### config.mk
export PLATFORM = sky130hd
export DESIGN_NAME = nmea_sentence_field_extractor_top
export DESIGN_NICKNAME = d
export VERILOG_FILES = /design/src/rtl/nsfe_pkg.sv /design/src/rtl/nsfe_core.sv /design/src/rtl/nsfe_obuf.sv /design/src/rtl/nmea_sentence_field_extractor_top.sv
export SDC_FILE = /design/constraint.sdc
export NUM_CORES = 1
export LEC_CHECK = 0
export ABC_AREA = 1
export BUFFER_PORTS_ARGS = -buffer_cell sky130_fd_sc_hd__buf_2
export CAP_MARGIN = 25
export CORE_MARGIN = 3
export CORE_UTILIZATION = 51
export DETAILED_ROUTE_END_ITERATION = 8
export GPL_TIMING_DRIVEN = 1
export PLACE_DENSITY = 0.83
export SLEW_MARGIN = 40
export SYNTH_ARGS = -nofsm -noshare
export SYNTH_HDL_FRONTEND = slang
export SYNTH_SLANG_ARGS = --single-unit
### constraint.sdc
create_clock -name clk_i -period 3.8 [get_ports clk_i]
set_input_delay 0 -clock clk_i [delete_from_list [all_inputs] [get_ports clk_i]]
set_output_delay 0 -clock clk_i [all_outputs]
set_load 0.01 [all_outputs]
### src/rtl/nsfe_pkg.sv
// nsfe_pkg: shared types, constants and helper functions for the NMEA field extractor
// no dependencies; imported by nsfe_core, nsfe_obuf, the top module and the testbench checker
package nsfe_pkg;

  localparam int unsigned MaxSentenceLen = 128;
  localparam int unsigned LenW = 10;

  localparam logic [2:0] PH_IDLE    = 3'd0;
  localparam logic [2:0] PH_HEADER  = 3'd1;
  localparam logic [2:0] PH_BODY    = 3'd2;
  localparam logic [2:0] PH_CK_HIGH = 3'd3;
  localparam logic [2:0] PH_CK_LOW  = 3'd4;

  localparam logic [7:0] ChDollar = 8'h24;
  localparam logic [7:0] ChStar   = 8'h2A;
  localparam logic [7:0] ChComma  = 8'h2C;

  localparam logic CfgFieldCharLimit = 1'b0;
  localparam logic CfgTypeEnableMask = 1'b1;

  localparam logic KindChar = 1'b0;
  localparam logic KindEnd  = 1'b1;

  typedef struct packed {
    logic       kind;
    logic [1:0] sentence_type;
    logic [4:0] field_index;
    logic [5:0] char_position;
    logic [7:0] char_value;
    logic       checksum_ok;
  } res_t;

  function automatic logic [7:0] hex_value(input logic [7:0] c);
    logic [7:0] v;
    if (c > 8'h40) v = c - 8'h37;
    else v = c - 8'h30;
    return v;
  endfunction

  // sentence type candidates per header byte: bit 0 RMC, 1 GGA, 2 GSA, 3 GSV
  function automatic logic [3:0] header_filter(input logic [2:0] idx, input logic [7:0] c);
    logic [3:0] m;
    m = 4'd0;
    case (idx)
      3'd2: begin
        if (c == 8'h52) m = 4'b0001;
        if (c == 8'h47) m = 4'b1110;
      end
      3'd3: begin
        if (c == 8'h4D) m = 4'b0001;
        if (c == 8'h47) m = 4'b0010;
        if (c == 8'h53) m = 4'b1100;
      end
      3'd4: begin
        if (c == 8'h43) m = 4'b0001;
        if (c == 8'h41) m = 4'b0110;
        if (c == 8'h56) m = 4'b1000;
      end
      default: m = 4'b1111;
    endcase
    return m;
  endfunction

endpackage

### src/rtl/nsfe_core.sv
// nsfe_core: per-byte sentence state, checksum and field result generation
// depends on nsfe_pkg
module nsfe_core (
  input  logic             clk_i,
  input  logic             rst_ni,
  input  logic             cfg_we_i,
  input  logic             cfg_index_i,
  input  logic [5:0]       cfg_data_i,
  input  logic             byte_we_i,
  input  logic [7:0]       byte_i,
  output logic             res_valid_o,
  output nsfe_pkg::res_t   res_o
);
  import nsfe_pkg::*;

  logic [5:0]      limit_q;
  logic [3:0]      mask_q;
  logic [2:0]      phase_q, phase_d;
  logic [2:0]      hcnt_q, hcnt_d;
  logic [3:0]      hmatch_q, hmatch_d;
  logic [7:0]      xor_q, xor_d;
  logic [3:0]      hi_q, hi_d;
  logic [4:0]      field_q, field_d;
  logic [5:0]      pos_q, pos_d;
  logic [LenW-1:0] len_q, len_d;
  logic [1:0]      type_q, type_d;

  logic [3:0] m;
  logic [7:0] hexv;
  logic [7:0] got;

  always_ff @(posedge clk_i or negedge rst_ni) begin
    if (!rst_ni) begin
      limit_q <= 6'd16;
      mask_q  <= 4'd15;
    end else if (cfg_we_i) begin
      case (cfg_index_i)
        CfgFieldCharLimit: limit_q <= cfg_data_i;
        CfgTypeEnableMask: mask_q  <= cfg_data_i[3:0];
        default: ;
      endcase
    end
  end

  always_comb begin
    phase_d  = phase_q;
    hcnt_d   = hcnt_q;
    hmatch_d = hmatch_q;
    xor_d    = xor_q;
    hi_d     = hi_q;
    field_d  = field_q;
    pos_d    = pos_q;
    len_d    = len_q;
    type_d   = type_q;
    m        = hmatch_q & header_filter(hcnt_q, byte_i) & mask_q;
    hexv     = hex_value(byte_i);
    got      = {hi_q, 4'd0} + hexv;
    res_valid_o         = 1'b0;
    res_o.kind          = KindEnd;
    res_o.sentence_type = type_q;
    res_o.field_index   = field_q;
    res_o.char_position = 6'd0;
    res_o.char_value    = 8'd0;
    res_o.checksum_ok   = 1'b0;
    if (byte_i == ChDollar) begin
      if (phase_q == PH_BODY || phase_q == PH_CK_HIGH || phase_q == PH_CK_LOW) begin
        res_valid_o = 1'b1;
      end
      phase_d  = PH_HEADER;
      hcnt_d   = 3'd0;
      hmatch_d = 4'd15;
      xor_d    = 8'd0;
      hi_d     = 4'd0;
      field_d  = 5'd0;
      pos_d    = 6'd0;
      len_d    = '0;
    end else begin
      case (phase_q)
        PH_HEADER: begin
          xor_d    = xor_q ^ byte_i;
          len_d    = len_q + 1'b1;
          hmatch_d = hmatch_q & header_filter(hcnt_q, byte_i);
          hcnt_d   = hcnt_q + 3'd1;
          if (hcnt_d >= 3'd5) begin
            phase_d = PH_BODY;
            if (m[0]) type_d = 2'd0;
            else if (m[1]) type_d = 2'd1;
            else if (m[2]) type_d = 2'd2;
            else if (m[3]) type_d = 2'd3;
            else phase_d = PH_IDLE;
          end
        end
        PH_BODY: begin
          if (byte_i == ChStar) begin
            phase_d = PH_CK_HIGH;
          end else if (len_q >= LenW'(MaxSentenceLen)) begin
            res_valid_o = 1'b1;
            phase_d     = PH_IDLE;
          end else begin
            xor_d = xor_q ^ byte_i;
            len_d = len_q + 1'b1;
            if (byte_i == ChComma) begin
              if (field_q != 5'd31) field_d = field_q + 5'd1;
              pos_d = 6'd0;
            end else begin
              if (pos_q < limit_q) begin
                res_valid_o         = 1'b1;
                res_o.kind          = KindChar;
                res_o.char_position = pos_q;
                res_o.char_value    = byte_i;
              end
              if (pos_q != 6'd63) pos_d = pos_q + 6'd1;
            end
          end
        end
        PH_CK_HIGH: begin
          hi_d    = hexv[3:0];
          phase_d = PH_CK_LOW;
        end
        PH_CK_LOW: begin
          res_valid_o       = 1'b1;
          res_o.checksum_ok = (got == xor_q);
          phase_d           = PH_IDLE;
        end
        default: phase_d = PH_IDLE;
      endcase
    end
  end

  always_ff @(posedge clk_i or negedge rst_ni) begin
    if (!rst_ni) begin
      phase_q  <= PH_IDLE;
      hcnt_q   <= 3'd0;
      hmatch_q <= 4'd0;
      xor_q    <= 8'd0;
      hi_q     <= 4'd0;
      field_q  <= 5'd0;
      pos_q    <= 6'd0;
      len_q    <= '0;
      type_q   <= 2'd0;
    end else if (byte_we_i) begin
      phase_q  <= phase_d;
      hcnt_q   <= hcnt_d;
      hmatch_q <= hmatch_d;
      xor_q    <= xor_d;
      hi_q     <= hi_d;
      field_q  <= field_d;
      pos_q    <= pos_d;
      len_q    <= len_d;
      type_q   <= type_d;
    end
  end

endmodule

### src/rtl/nsfe_obuf.sv
// nsfe_obuf: two-entry result buffer that decouples input ready from output ready
// depends on nsfe_pkg
module nsfe_obuf (
  input  logic           clk_i,
  input  logic           rst_ni,
  input  logic           push_i,
  input  nsfe_pkg::res_t data_i,
  output logic           room_o,
  output logic           valid_o,
  input  logic           ready_i,
  output nsfe_pkg::res_t data_o
);
  import nsfe_pkg::*;

  res_t       head_q, head_d;
  res_t       tail_q, tail_d;
  logic [1:0] cnt_q, cnt_d;
  logic       pop;

  assign pop     = valid_o && ready_i;
  assign valid_o = (cnt_q != 2'd0);
  assign room_o  = (cnt_q != 2'd2);
  assign data_o  = head_q;

  always_comb begin
    head_d = head_q;
    tail_d = tail_q;
    cnt_d  = cnt_q;
    case ({push_i, pop})
      2'b10: begin
        if (cnt_q == 2'd0) head_d = data_i;
        else tail_d = data_i;
        cnt_d = cnt_q + 2'd1;
      end
      2'b01: begin
        head_d = tail_q;
        cnt_d  = cnt_q - 2'd1;
      end
      2'b11: begin
        if (cnt_q == 2'd1) begin
          head_d = data_i;
        end else begin
          head_d = tail_q;
          tail_d = data_i;
        end
      end
      default: ;
    endcase
  end

  always_ff @(posedge clk_i or negedge rst_ni) begin
    if (!rst_ni) cnt_q <= 2'd0;
    else cnt_q <= cnt_d;
  end

  always_ff @(posedge clk_i) begin
    head_q <= head_d;
    tail_q <= tail_d;
  end

endmodule

### src/rtl/nmea_sentence_field_extractor_top.sv
// nmea_sentence_field_extractor_top: NMEA byte stream in, field characters and sentence ends out
// depends on nsfe_pkg, nsfe_core, nsfe_obuf
//
// One byte is taken every cycle while s_axis_tready is high; its result, if any, is registered in the
// two-entry output buffer that holds results, so the input only stalls when
// two results wait downstream. Sentence types RMC, GGA, GSA and GSV are recognized from the
// header; m_axis_tuser is 0 for a field character and 1 for a sentence end whose checksum_ok bit
// gives the verdict. Sentences longer than 128 bytes without '*' end with a failing verdict.
// Registers: index 0 field_char_limit (6 bits, reset 16), index 1 type_enable_mask (reset 15).
module nmea_sentence_field_extractor_top (
  input  logic        clk_i,
  input  logic        rst_ni,
  input  logic        cfg_valid_i,
  output logic        cfg_ready_o,
  input  logic        cfg_index_i,
  input  logic [5:0]  cfg_data_i,
  input  logic        s_axis_tvalid,
  output logic        s_axis_tready,
  input  logic [7:0]  s_axis_tdata,   // byte_in[7:0]
  output logic        m_axis_tvalid,
  input  logic        m_axis_tready,
  output logic [23:0] m_axis_tdata,   // sentence_type, field_index, char_position,
                                      // char_value, checksum_ok, zero pad
  output logic        m_axis_tuser    // kind
);
  import nsfe_pkg::*;

  logic byte_we;
  logic res_valid;
  res_t res, head;

  assign cfg_ready_o = 1'b1;
  assign byte_we     = s_axis_tvalid && s_axis_tready;

  nsfe_core u_core (
    .clk_i       (clk_i),
    .rst_ni      (rst_ni),
    .cfg_we_i    (cfg_valid_i),
    .cfg_index_i (cfg_index_i),
    .cfg_data_i  (cfg_data_i),
    .byte_we_i   (byte_we),
    .byte_i      (s_axis_tdata),
    .res_valid_o (res_valid),
    .res_o       (res)
  );

  nsfe_obuf u_obuf (
    .clk_i   (clk_i),
    .rst_ni  (rst_ni),
    .push_i  (byte_we && res_valid),
    .data_i  (res),
    .room_o  (s_axis_tready),
    .valid_o (m_axis_tvalid),
    .ready_i (m_axis_tready),
    .data_o  (head)
  );

  assign m_axis_tuser = head.kind;
  assign m_axis_tdata = {2'b00, head.checksum_ok, head.char_value, head.char_position,
                         head.field_index, head.sentence_type};

endmodule

==> metrics.md, run 1 <==
| Metric | Value |
|---|---|
| Synth Instances | `608` |
| Total grt overflow | `0` |
| Critical Path RT | `between 4 and 5 ns` |
| FILL cells | `about 850` |
| CTS HTree Levels | `3` |
| Vias | `between 4000 and 5000` |
| Synth cell types | `46` |
| Die ar. | `12400 um2` |
| Top cell type's share of synthesized area | `approximately a quarter` |
| Hold endpoint | `u_core.mask_q[3]$_DFFE_PN1P_` |
| Hold Crit Class | `in2reg` |
| PortBufs | `44` |
| Clock latency on the worst-skew pair | `0.38 ns` |
| Yosys warning count | `0` |
| WP buf/inv | `5` |
| Number of global-route vias before repair | `between 4000 and 5000` |
| Post-CTS Setup Inserts | `0` |
| Max-cap violations | `0` |
| Clock power share | `a little under a fifth` |
| Residual DRC | `0` |
| CP peak stage delay | `between 0.5 and 0.6 ns` |
| Period utilization | `roughly 90%` |
| Avg Cell Area, Syn | `between 9 and 10 um2` |
| Reg-to-reg endpoint | `u_obuf.data_o[17]$_DFFE_PP_` |
| Final Util | `around 60%` |
| RD Place Congestion | `0.993` |
| Sink Count | `approximately 100` |
| RSZ-0062 raised after global routing | `false` |
| Top cells by area, synth | `edfxtp_1, dfrtp_1, nand2_1` |
| Layout Nets | `approximately 710` |
| Largest net degree at the start of global routing | `58` |
| Starting Density | `roughly 54%` |
| FMAX | `approximately 300 MHz` |
| Fin. Hold Viols | `0` |
| CTS Hold Buffers Added | `10` |
| PostCTS Resize Cnt | `0` |
| Final setup violation count | `0` |
| Num rows | `37` |
| HP Start | `cfg_index_i` |
| Tightest Pin Transition | `0.722 ns` |
| Synthesized area | `between 5000 and 6000 um2` |
| Most frequent cells in the layout | `nand2_1, inv_1, nor2_1` |
| Clock root cell | `clkbuf_8` |
| Die Y | `approximately 110 um` |
| DR pass1 iterations | `5` |
| Area delta synth->final | `11.5%` |
| Status | `completed` |
| Tmin final | `roughly 3.3 ns` |
| PwrDens | `about 620 nW/um2` |
| Kind of end point of the critical path | `flip-flop` |
| Top delay family on crit path | `buffers and inverters` |
| Die Width | `111 um` |
| Comb power frac | `around two fifths` |
| Inserted Clock Buffers | `9` |
| Final ANT Viol Nets | `0` |
| Ports | `48` |
| Clock Skew | `0.0102 ns` |
| Leak pwr | `2.92 nW` |
| Sw Share | `approximately 39%` |
| Post-DP HPWL | `~9 mm` |
| Global-route wire length before repair | `between 20 and 25 mm` |
| CP Class | `in2reg` |
| Worst r2r src | `u_core.limit_q[4]$_DFFE_PN1P_` |
| N_diodes | `0` |
| Cell Int Power | `~2.4 mW` |
| Startpoint types | `primary input` |
| Sequential area share after synthesis | `49.6%` |
| Area leader, netlist | `edfxtp_1` |
| Vias per inst | `~5.4` |
| Core area | `around 11000 um2` |
| Final setup TNS | `0 ns` |
| Worst-path clk slew | `roughly 0.1 ns` |
| Initial antenna violation count | `0` |
| Commonest non-fill, non-tap cell in the layout | `nand2_1` |
| Reg2Reg Depth | `17` |
| Initial DRC Count | `between 300 and 400` |
| TritonCTS clock tree | `yes` |
| Switch Pwr | `~1.6 mW` |
| Share of post-route cells with drive strength above 1 | `around 16%` |
| Slew HR | `51.8%` |
| Max-slew violations | `0` |
| Flop pwr share | `42.9%` |
| Flop2flop setup slack | `roughly 0.7 ns` |
| Overall Global Routing Usage | `around a fifth` |
| Hold Path Cell Cnt | `3` |
| CP max-delay cell | `dlygate4sd3_1` |
| Crit path arrival time | `roughly 3.6 ns` |
| Worst-path cell chain | `dlygate4sd3_1 -> buf_2 -> inv_1 -> ha_1 -> nand2_1 -> o22ai_2 -> inv_2 -> nand3_1 -> xor2_1 -> inv_1 -> ha_1 -> fa_1 -> xnor2_1 -> nand3_1 -> nor3_1 -> o21ai_0 -> nor2_1 -> nand4_1 -> nand2_1` |
| Peak supply drop | `~0.00029 V` |
| Final wirelength | `11.7 mm` |
| CP max FO | `8` |
| Yosys reg bits | `approximately 100` |
| Routed wire per std cell | `roughly 15 um` |
| CTS max path bufs | `2` |
-- area by class of cell --
type	count	area (um2)	area share, %
flip-flops and latches	103	2810	44.5
multi-input cells	419	2500	39.5
repair buffers	58	350	5.54
inverters	71	269	4.26
well taps	136	170	2.69
clock buffers	9	124	1.96
clock inverters	7	95.1	1.50
-- routing by layer --
layer	track usage (%)	part of all wire, %
met1	25.1	42
met5	0	0
met4	7.22	2.2
met2	34.5	51
met3	3.97	5.2
-- worst max-delay path by stage --
stage | slack [ns] | startpoint | cells after the start | endpoint
global route | 0.19 | s_axis_tdata[0] | 19 | u_obuf.data_o[0]$_DFFE_PP_
floorplan | 0.27 | u_core.limit_q[4]$_DFFE_PN1P_ | 14 | u_obuf.tail_q[0]$_DFFE_PP_
detailed placement | 0.63 | s_axis_tdata[4] | 18 | u_obuf.data_o[0]$_DFFE_PP_
CTS | 0.52 | s_axis_tdata[0] | 19 | u_obuf.data_o[0]$_DFFE_PP_
finish | 0.47 | s_axis_tdata[0] | 19 | u_obuf.data_o[0]$_DFFE_PP_
global placement | 0.77 | s_axis_tdata[5] | 18 | u_obuf.data_o[0]$_DFFE_PP_
-- state kept, by name, indices dropped and copies added, names as in the netlist, 5 cells and up --
| signal | count |
|---|---|
| u_core.pos_q | 6 |
| u_core.xor_q | 8 |
| u_core.limit_q | 6 |
| u_core.field_q | 5 |
| u_obuf.data_o | 23 |
| u_obuf.tail_q | 23 |
| u_core.len_q | 10 |
-- cell usage after synthesis (all sizes together) --
library cell,instances
o21ai,44
a22o,20
edfxtp,46
a31oi,3
or2,5
nand2,123
nor4,2
nor2,67
nand4,7
dfstp,5
a22oi,1
buf,10
clkinv,1
fa,1
nand3,38
and3,2
xnor2,13
clkbuf,6
a21oi,20
o211ai,1
conb,2
o31ai,6
xor2,17
ha,31
o22ai,2
nor3,10
o21a,1
a21boi,2
inv,70
dfrtp,52
-- metrics by stage --
stage	std cells	hold slack, ns	setup WS, ns	area (um2)	total power [mW]
floorplan	609	-0.296	0.274	5670	2.81
detailed placement	777	0.199	0.629	6000	3.21
CTS	803	0.000845	0.524	6320	3.96
global route	803	0.0329	0.188	6320	4.28
global placement	777	0.190	0.774	6000	3.12
finish	803	0.0107	0.474	6320	3.94
-- power by group through the flow --
stage	clock network [mW]	logic (mW)	registers, mW
floorplan	0	1.09	1.71
global placement	0	1.42	1.70
detailed placement	0	1.50	1.71
CTS	0.749	1.52	1.69
global route	0.806	1.75	1.73
finish	0.738	1.51	1.69
-- cells by family (layout without fill, tap and decap cells) --
group                      after synthesis  count (layout)  synth area share [%]
buffers and inverters                   87             145                  6.40
AOI/OAI and AO/OA                      100             100                  11.1
and+or+nand+nor                        254             254                  20.9
xor gates and xnor gates                30              30                  4.64
adders and majority gates               32              32                  7.20
other                                    2               3                 0.132
DFF                                    103             103                  49.6
-- worst register-to-register path: stages, from the launching register on --
cell	delay, ns
dfstp_2	0.53
inv_1	0.05
ha_1	0.28
nand2_1	0.08
o21a_1	0.13
o21ai_0	0.10
nor2_1	0.20
o21ai_0	0.11
nand2_1	0.07
nand2_1	0.12
inv_1	0.12
ha_1	0.17
inv_1	0.05
or2_2	0.28
a21oi_1	0.13
buf_4	0.27
nand2_1	0.11
o21ai_0	0.13
Note: power is estimated with default switching activity, not from simulation.
==> run 2: changes to the inputs <==
Settings changed: ABC_AREA 1 to not set, PLACE_DENSITY 0.83 to 0.84, SETUP_SLACK_MARGIN set to 0.1.
==> run 2 against run 1 <==
Against the previous run:
- worst setup slack worse by 0.16 ns
- first-iteration DRC count up 24%
- register-to-register slack worse by 0.27 ns
- via count up 2.1%
- flip-flop and latch count unchanged
- synthesized cell count down 11%
- maximum frequency down 4.5%
- final cell count down 9.0%
- utilization down 0.059 points
- sequential power about the same
- largest cell class unchanged
- highest routed layer unchanged
==> metrics.md, run 2 <==
| Metric | Value |
|---|---|
| Status | `completed` |
| Critical Path RT | `slightly above 4 ns` |
| Most frequent cells in the layout | `dfrtp_1, nand2_1, edfxtp_1` |
| RD Place Congestion | `0.983` |
| Die ar. | `12400 um2` |
| Avg Cell Area, Syn | `10.5 um2` |
| Worst r2r src | `u_core.pos_q[1]$_DFFE_PN0P_` |
| Final setup violation count | `0` |
| Initial antenna violation count | `0` |
| HP Start | `cfg_index_i` |
| Slew HR | `between 40% and 50%` |
| Global-route wire length before repair | `about 22 mm` |
| Sink Count | `~100` |
| Max-cap violations | `0` |
| Final ANT Viol Nets | `0` |
| Top cell type's share of synthesized area | `around 25%` |
| TritonCTS clock tree | `yes` |
| Flop2flop setup slack | `slightly above 0.4 ns` |
| Tmin final | `roughly 3.5 ns` |
| Final Non-Filler Cells | `between 700 and 800` |
| Placed cell count | `roughly 700` |
| Residual DRC | `0` |
| Inserted Clock Buffers | `9` |
| Sequential area share after synthesis | `49.9%` |
| CTS max path bufs | `2` |
| PortBufs | `44` |
| Ports | `48` |
| Period utilization | `between 90% and 100%` |
| Share of post-route cells with drive strength above 1 | `about 16%` |
| DR pass1 iterations | `6` |
| Vias per inst | `just over 6` |
| Die Width | `111 um` |
| Synth Instances | `539` |
| Post-DP HPWL | `approximately 9.9 mm` |
| Routed wire per std cell | `18.9 um` |
| Synth cell types | `63` |
| Vias | `approximately 4400` |
| Die Y | `111 um` |
| CTS HTree Levels | `3` |
| Area leader, netlist | `edfxtp_1` |
| Hold endpoint | `u_core.limit_q[4]$_DFFE_PN1P_` |
| Final setup TNS | `0 ns` |
| Starting Density | `between 50% and 60%` |
| Total grt overflow | `0` |
| Initial DRC Count | `387` |
| Largest net degree at the start of global routing | `58` |
| Area delta synth->final | `12.0%` |
| Overall Global Routing Usage | `22.5%` |
| Synth Flop Type | `dfrtp_1` |
| Peak supply drop | `~0.00032 V` |
| Max-slew violations | `0` |
| Hold Crit Class | `in2reg` |
| Tightest Pin Transition | `0.821 ns` |
| Top cells by area, synth | `edfxtp_1, dfrtp_1, ha_1` |
| Kind of end point of the critical path | `flip-flop` |
| Worst-path clk slew | `0.11 ns` |
| Synthesized area | `5640 um2` |
| CP max FO | `7` |
| N_diodes | `0` |
| Hold Path Cell Cnt | `4` |
| Startpoint types | `primary input` |
| FMAX | `about 290 MHz` |
| CP Class | `in2reg` |
| Commonest non-fill, non-tap cell in the layout | `dfrtp_1` |
| Top-count cell post-synth | `dfrtp_1` |
| Fin. Hold Viols | `0` |
| EDFF count, synth | `46` |
| Async SR Flop Fraction | `55.3%` |
| PwrDens | `~600 nW/um2` |
| Number of global-route vias before repair | `4418` |
| Leak pwr | `between 2 and 3 nW` |
| Num rows | `37` |
| Final hold slack | `between 0.02 and 0.03 ns` |
| Final wirelength | `~14 mm` |
| Reg2Reg Depth | `11` |
| Reg-to-reg endpoint | `u_obuf.data_o[14]$_DFFE_PP_` |
| Yosys reg bits | `103` |
| Layout Nets | `about 640` |
| Crit path arrival time | `around 3.7 ns` |
| Clock root cell | `clkbuf_8` |
| Yosys warning count | `0` |
| Clock Skew | `between 0.02 and 0.03 ns` |
| Core area | `10600 um2` |
| Commonest cells post-synth | `dfrtp_1, nand2_1, edfxtp_1, nor2_1, o21ai_0` |
| RSZ-0062 raised after global routing | `false` |
| Clock latency on the worst-skew pair | `between 0.3 and 0.4 ns` |
==> run 2: cell types whose count changed in the layout (fill, tap and decap cells not counted), sizes merged, moves of 9 or more <==
cell | previous run | this run
nand3 | 38 | 8
nor2 | 67 | 36
o21ai | 44 | 35
and2 | 0 | 13
xor2 | 17 | 8
xnor2 | 13 | 22
inv | 75 | 31
nand2 | 123 | 51
==> run 2: how the worst max path moves through the flow <==
stage	from	end	slack [ns]
after floorplan	u_core.pos_q[1]$_DFFE_PN0P_	u_obuf.tail_q[0]$_DFFE_PP_	0.16
final	s_axis_tdata[4]	u_obuf.data_o[0]$_DFFE_PP_	0.32
after detailed placement	s_axis_tdata[4]	u_obuf.data_o[0]$_DFFE_PP_	-0.006
after global placement	s_axis_tdata[4]	u_obuf.data_o[0]$_DFFE_PP_	0.07
after CTS	u_core.pos_q[1]$_DFFE_PN0P_	u_obuf.data_o[14]$_DFFE_PP_	0.27
after global routing	s_axis_tdata[4]	u_obuf.data_o[0]$_DFFE_PP_	0.17
==> run 2: worst max-delay path: stages <==
cell and delay [ns]:
buf_2 0.13, inv_1 0.17, ha_1 0.33, nand4bb_1 0.33, a21oi_1 0.66, a211o_1 0.23, xnor2_1 0.10, ha_1 0.23
fa_1 0.38, xnor2_1 0.14, a311oi_1 0.24, nor4b_1 0.29, and4_1 0.32, a22o_1 0.17
==> run 2: through the flow <==
stage	total power, mW	utilization (%)	setup slack, ns	cell area [um2]
after global placement	2.93	57.0	0.0701	6010
after detailed placement	3.02	57.0	-0.00575	6010
after floorplan	2.61	-	0.155	5640
after global routing	3.96	59.8	0.172	6310
after CTS	3.74	59.8	0.269	6310
final	3.73	59.8	0.318	6310
==> run 2: kinds of logic (layout without fill, tap and decap cells) <==
family	count (synthesis)	in the layout	share of synthesized area, %
AOI/OAI and AO/OA	132	132	16.1
and+or+nand+nor	172	172	15.5
muxes	11	11	2.13
DFF	103	103	49.9
other	2	3	0.133
xor gates and xnor gates	30	30	4.66
adders and majority gates	32	32	7.23
buffers and inverters	57	112	4.31
==> run 2: layout make-up <==
class	instances	area (um2)
fillers	841	4240
flip-flops and latches	103	2810
multi-input cells	380	2610
repair buffers	64	390
well taps	136	170
clock buffers	9	124
inverters	32	120
clock inverters	7	91.3
==> run 2: where the power goes <==
part	total [mW]	internal [mW]	switching, mW
clock	0.699	0.267	0.433
combinational	1.35	0.552	0.797
sequential	1.69	1.48	0.202
==> run 2: what timing repair did <==
| action | CTS | global route |
|---|---|---|
| resized for setup | 1 | 1 |
| buffers inserted | 0 | 0 |
| hold buffers | 8 | 0 |
| endpoints found under the hold margin | 63 | 0 |
| endpoints found under the setup margin | 1 | 1 |
==> run 2: layer usage <==
| layer | global-route usage [%] | vias to the layer above | share of wire, % |
|---|---|---|---|
| li1 | - | 2041 | - |
| met1 | 27.9 | 2140 | 41 |
| met2 | 39.3 | 221 | 49 |
| met3 | 3.55 | 42 | 7.0 |
| met4 | 8.76 | 0 | 3.0 |
| met5 | 0 | - | 0 |
==> run 3: changes to the inputs <==
Settings changed: REMOVE_ABC_BUFFERS set to 1.
==> run 3 against run 2 <==
Against the previous run:
- global-route usage fell by 0.65 points
- power about the same
- flip-flop and latch count unchanged
- clock skew decreased by 0.0080 ns
- final area increased by 0.50%
- sequential power hardly changed
- sequential share of layout area shrank 0.22 points
- register-to-register slack improved by 0.17 ns
- critical path type unchanged
- largest cell class unchanged
==> metrics.md, run 3 (synthesized netlist as in run 2, its figures left out) <==
| Metric | Value |
|---|---|
| RD Place Congestion | `0.962` |
| Critical Path RT | `slightly above 4 ns` |
| Number of global-route vias before repair | `4444` |
| Ports | `48` |
| FMAX | `around 290 MHz` |
| Routed wire per std cell | `about 18 um` |
| WP buf/inv | `3` |
| Final hold slack | `0.0301 ns` |
| Status | `completed` |
| Area delta synth->final | `12.6%` |
| Sink Count | `between 100 and 150` |
| Commonest non-fill, non-tap cell in the layout | `dfrtp_1` |
| Clock root cell | `clkbuf_8` |
| Residual DRC | `0` |
| Tightest Pin Transition | `0.809 ns` |
| Num rows | `37` |
| CP Class | `in2reg` |
| Slew HR | `a little under half` |
| Placed inst area | `6010 um2` |
| CP max-delay cell | `dlygate4sd3_1` |
| Die Width | `about 110 um` |
| Worst-path clk slew | `about 0.11 ns` |
| Overall Global Routing Usage | `~22%` |
| Hold Crit Class | `in2reg` |
| Post-CTS Setup Inserts | `0` |
| Share of post-route cells with drive strength above 1 | `roughly 16%` |
| FILL cells | `~840` |
| Reg area | `around 2800 um2` |
| Top delay family on crit path | `adder cells` |
| Post-DP HPWL | `roughly 9.4 mm` |
| Crit path arrival time | `3.75 ns` |
| Final setup violation count | `0` |
| Initial antenna violation count | `1` |
| Max-slew violations | `0` |
| Vias | `4443` |
| Period utilization | `between 90% and 100%` |
| Leak pwr | `2.64 nW` |
| Peak supply drop | `between 0.0003 and 0.0004 V` |
| CTS max path bufs | `2` |
| Largest net degree at the start of global routing | `between 50 and 60` |
| Global-route wire length before repair | `around 22 mm` |
| DR pass1 iterations | `5` |
| Vias per inst | `between 6 and 7` |
| RSZ-0062 raised after global routing | `false` |
| Area of the multi-input gates | `between 2000 and 3000 um2` |
| Layout Nets | `between 600 and 700` |
| Final ANT Viol Nets | `0` |
| Die ar. | `between 10000 and 15000 um2` |
| Fin. Hold Viols | `0` |
| Final wirelength | `approximately 14 mm` |
| Max-cap violations | `0` |
| Clock latency on the worst-skew pair | `0.39 ns` |
| CTS HTree Levels | `3` |
| Tmin final | `around 3.5 ns` |
| Clock Skew | `0.0178 ns` |
| Pwr Total | `between 3 and 4 mW` |
| Core area | `10600 um2` |
| PortBufs | `44` |
| Inserted Clock Buffers | `9` |
| TritonCTS clock tree | `yes` |
| Kind of end point of the critical path | `flip-flop` |
| Worst-path cell chain | `dlygate4sd3_1 -> buf_2 -> inv_1 -> ha_1 -> nand4bb_2 -> a21oi_4 -> a211o_1 -> xnor2_1 -> ha_1 -> fa_1 -> xnor2_1 -> nand3_1 -> a221oi_1 -> and4_1 -> a22o_1` |
| Finished Cell Area | `about 6300 um2` |
| PwrDens | `a little under 600 nW/um2` |
| Total grt overflow | `0` |
| Die Y | `111 um` |
| Most frequent cells in the layout | `dfrtp_1, nand2_1, edfxtp_1` |
| Starting Density | `53.4%` |
| Placed cell count | `a little over 700` |
| CP peak stage delay | `~0.53 ns` |
| Final Non-Filler Cells | `734` |
| CP max FO | `7` |
| Initial DRC Count | `roughly 540` |
| Startpoint types | `primary input` |
## run 3: final timing paths
kind,end,start,slack [ns],depth (start not counted)
worst min-delay path,u_obuf.data_o[6]$_DFFE_PP_,s_axis_tdata[5],0.03,2
max in group asynchronous,u_core.field_q[4]$_DFFE_PN0P_,rst_ni,3.18,4
worst min register to register,u_core.xor_q[7]$_DFFE_PN0P_,u_core.xor_q[7]$_DFFE_PN0P_,0.51,1
min in group asynchronous,u_core.pos_q[0]$_DFFE_PN0P_,rst_ni,0.09,3
worst max-delay path,u_obuf.data_o[0]$_DFFE_PP_,s_axis_tdata[4],0.30,15
worst max register to register,u_obuf.tail_q[6]$_DFFE_PP_,u_core.pos_q[1]$_DFFE_PN0P_,0.58,10
## run 3: through the flow
stage / worst slack (ns) / util (%) / setup TNS, ns
finish: 0.304 / 60.1 / 0
global route: 0.100 / 60.1 / 0
CTS: 0.178 / 59.7 / 0
detailed placement: 0.351 / 57.0 / 0
global placement: 0.530 / 57.0 / 0
floorplan: -0.150 / - / -3.44
## run 3: where the power goes
part	leakage (nW)	switching, mW	internal (mW)
Clock	0.103	0.432	0.260
Combinational	1.38	0.808	0.560
Sequential	1.16	0.193	1.48
## run 3: area by class of cell
| type | instances | area share, % |
|---|---|---|
| Clock inverter | 7 | 1.22 |
| Antenna cell | 1 | 0.0394 |
| Tap cell | 136 | 2.68 |
| Inverter | 32 | 1.89 |
| Multi-Input combinational cell | 380 | 41.2 |
| Clock buffer | 9 | 1.95 |
| Timing Repair Buffer | 66 | 6.62 |
| Sequential cell | 103 | 44.3 |
## run 3: worst register-to-register path, stage by stage (launching register included)
cell	delay, ns
dfrtp_1	0.45
ha_1	0.31
a2111oi_0	0.37
o221ai_1	0.30
a211o_1	0.32
a21o_1	0.22
inv_1	0.12
ha_1	0.23
o21ai_0	0.13
a21oi_2	0.13
buf_4	0.31
## run 3: layer usage
layer / wire (um) / global-route usage [%]
met4: 311 / 6.81
met5: 0 / 0
met1: 5600 / 28.0
met2: 6660 / 37.3
met3: 927 / 4.42
## run 3: what timing repair did
| item | CTS | global route |
|---|---|---|
| endpoints found under the hold margin | 63 | 0 |
| endpoints found under the setup margin | 0 | 2 |
| resized for setup | 0 | 3 |
| hold buffers | 9 | 0 |
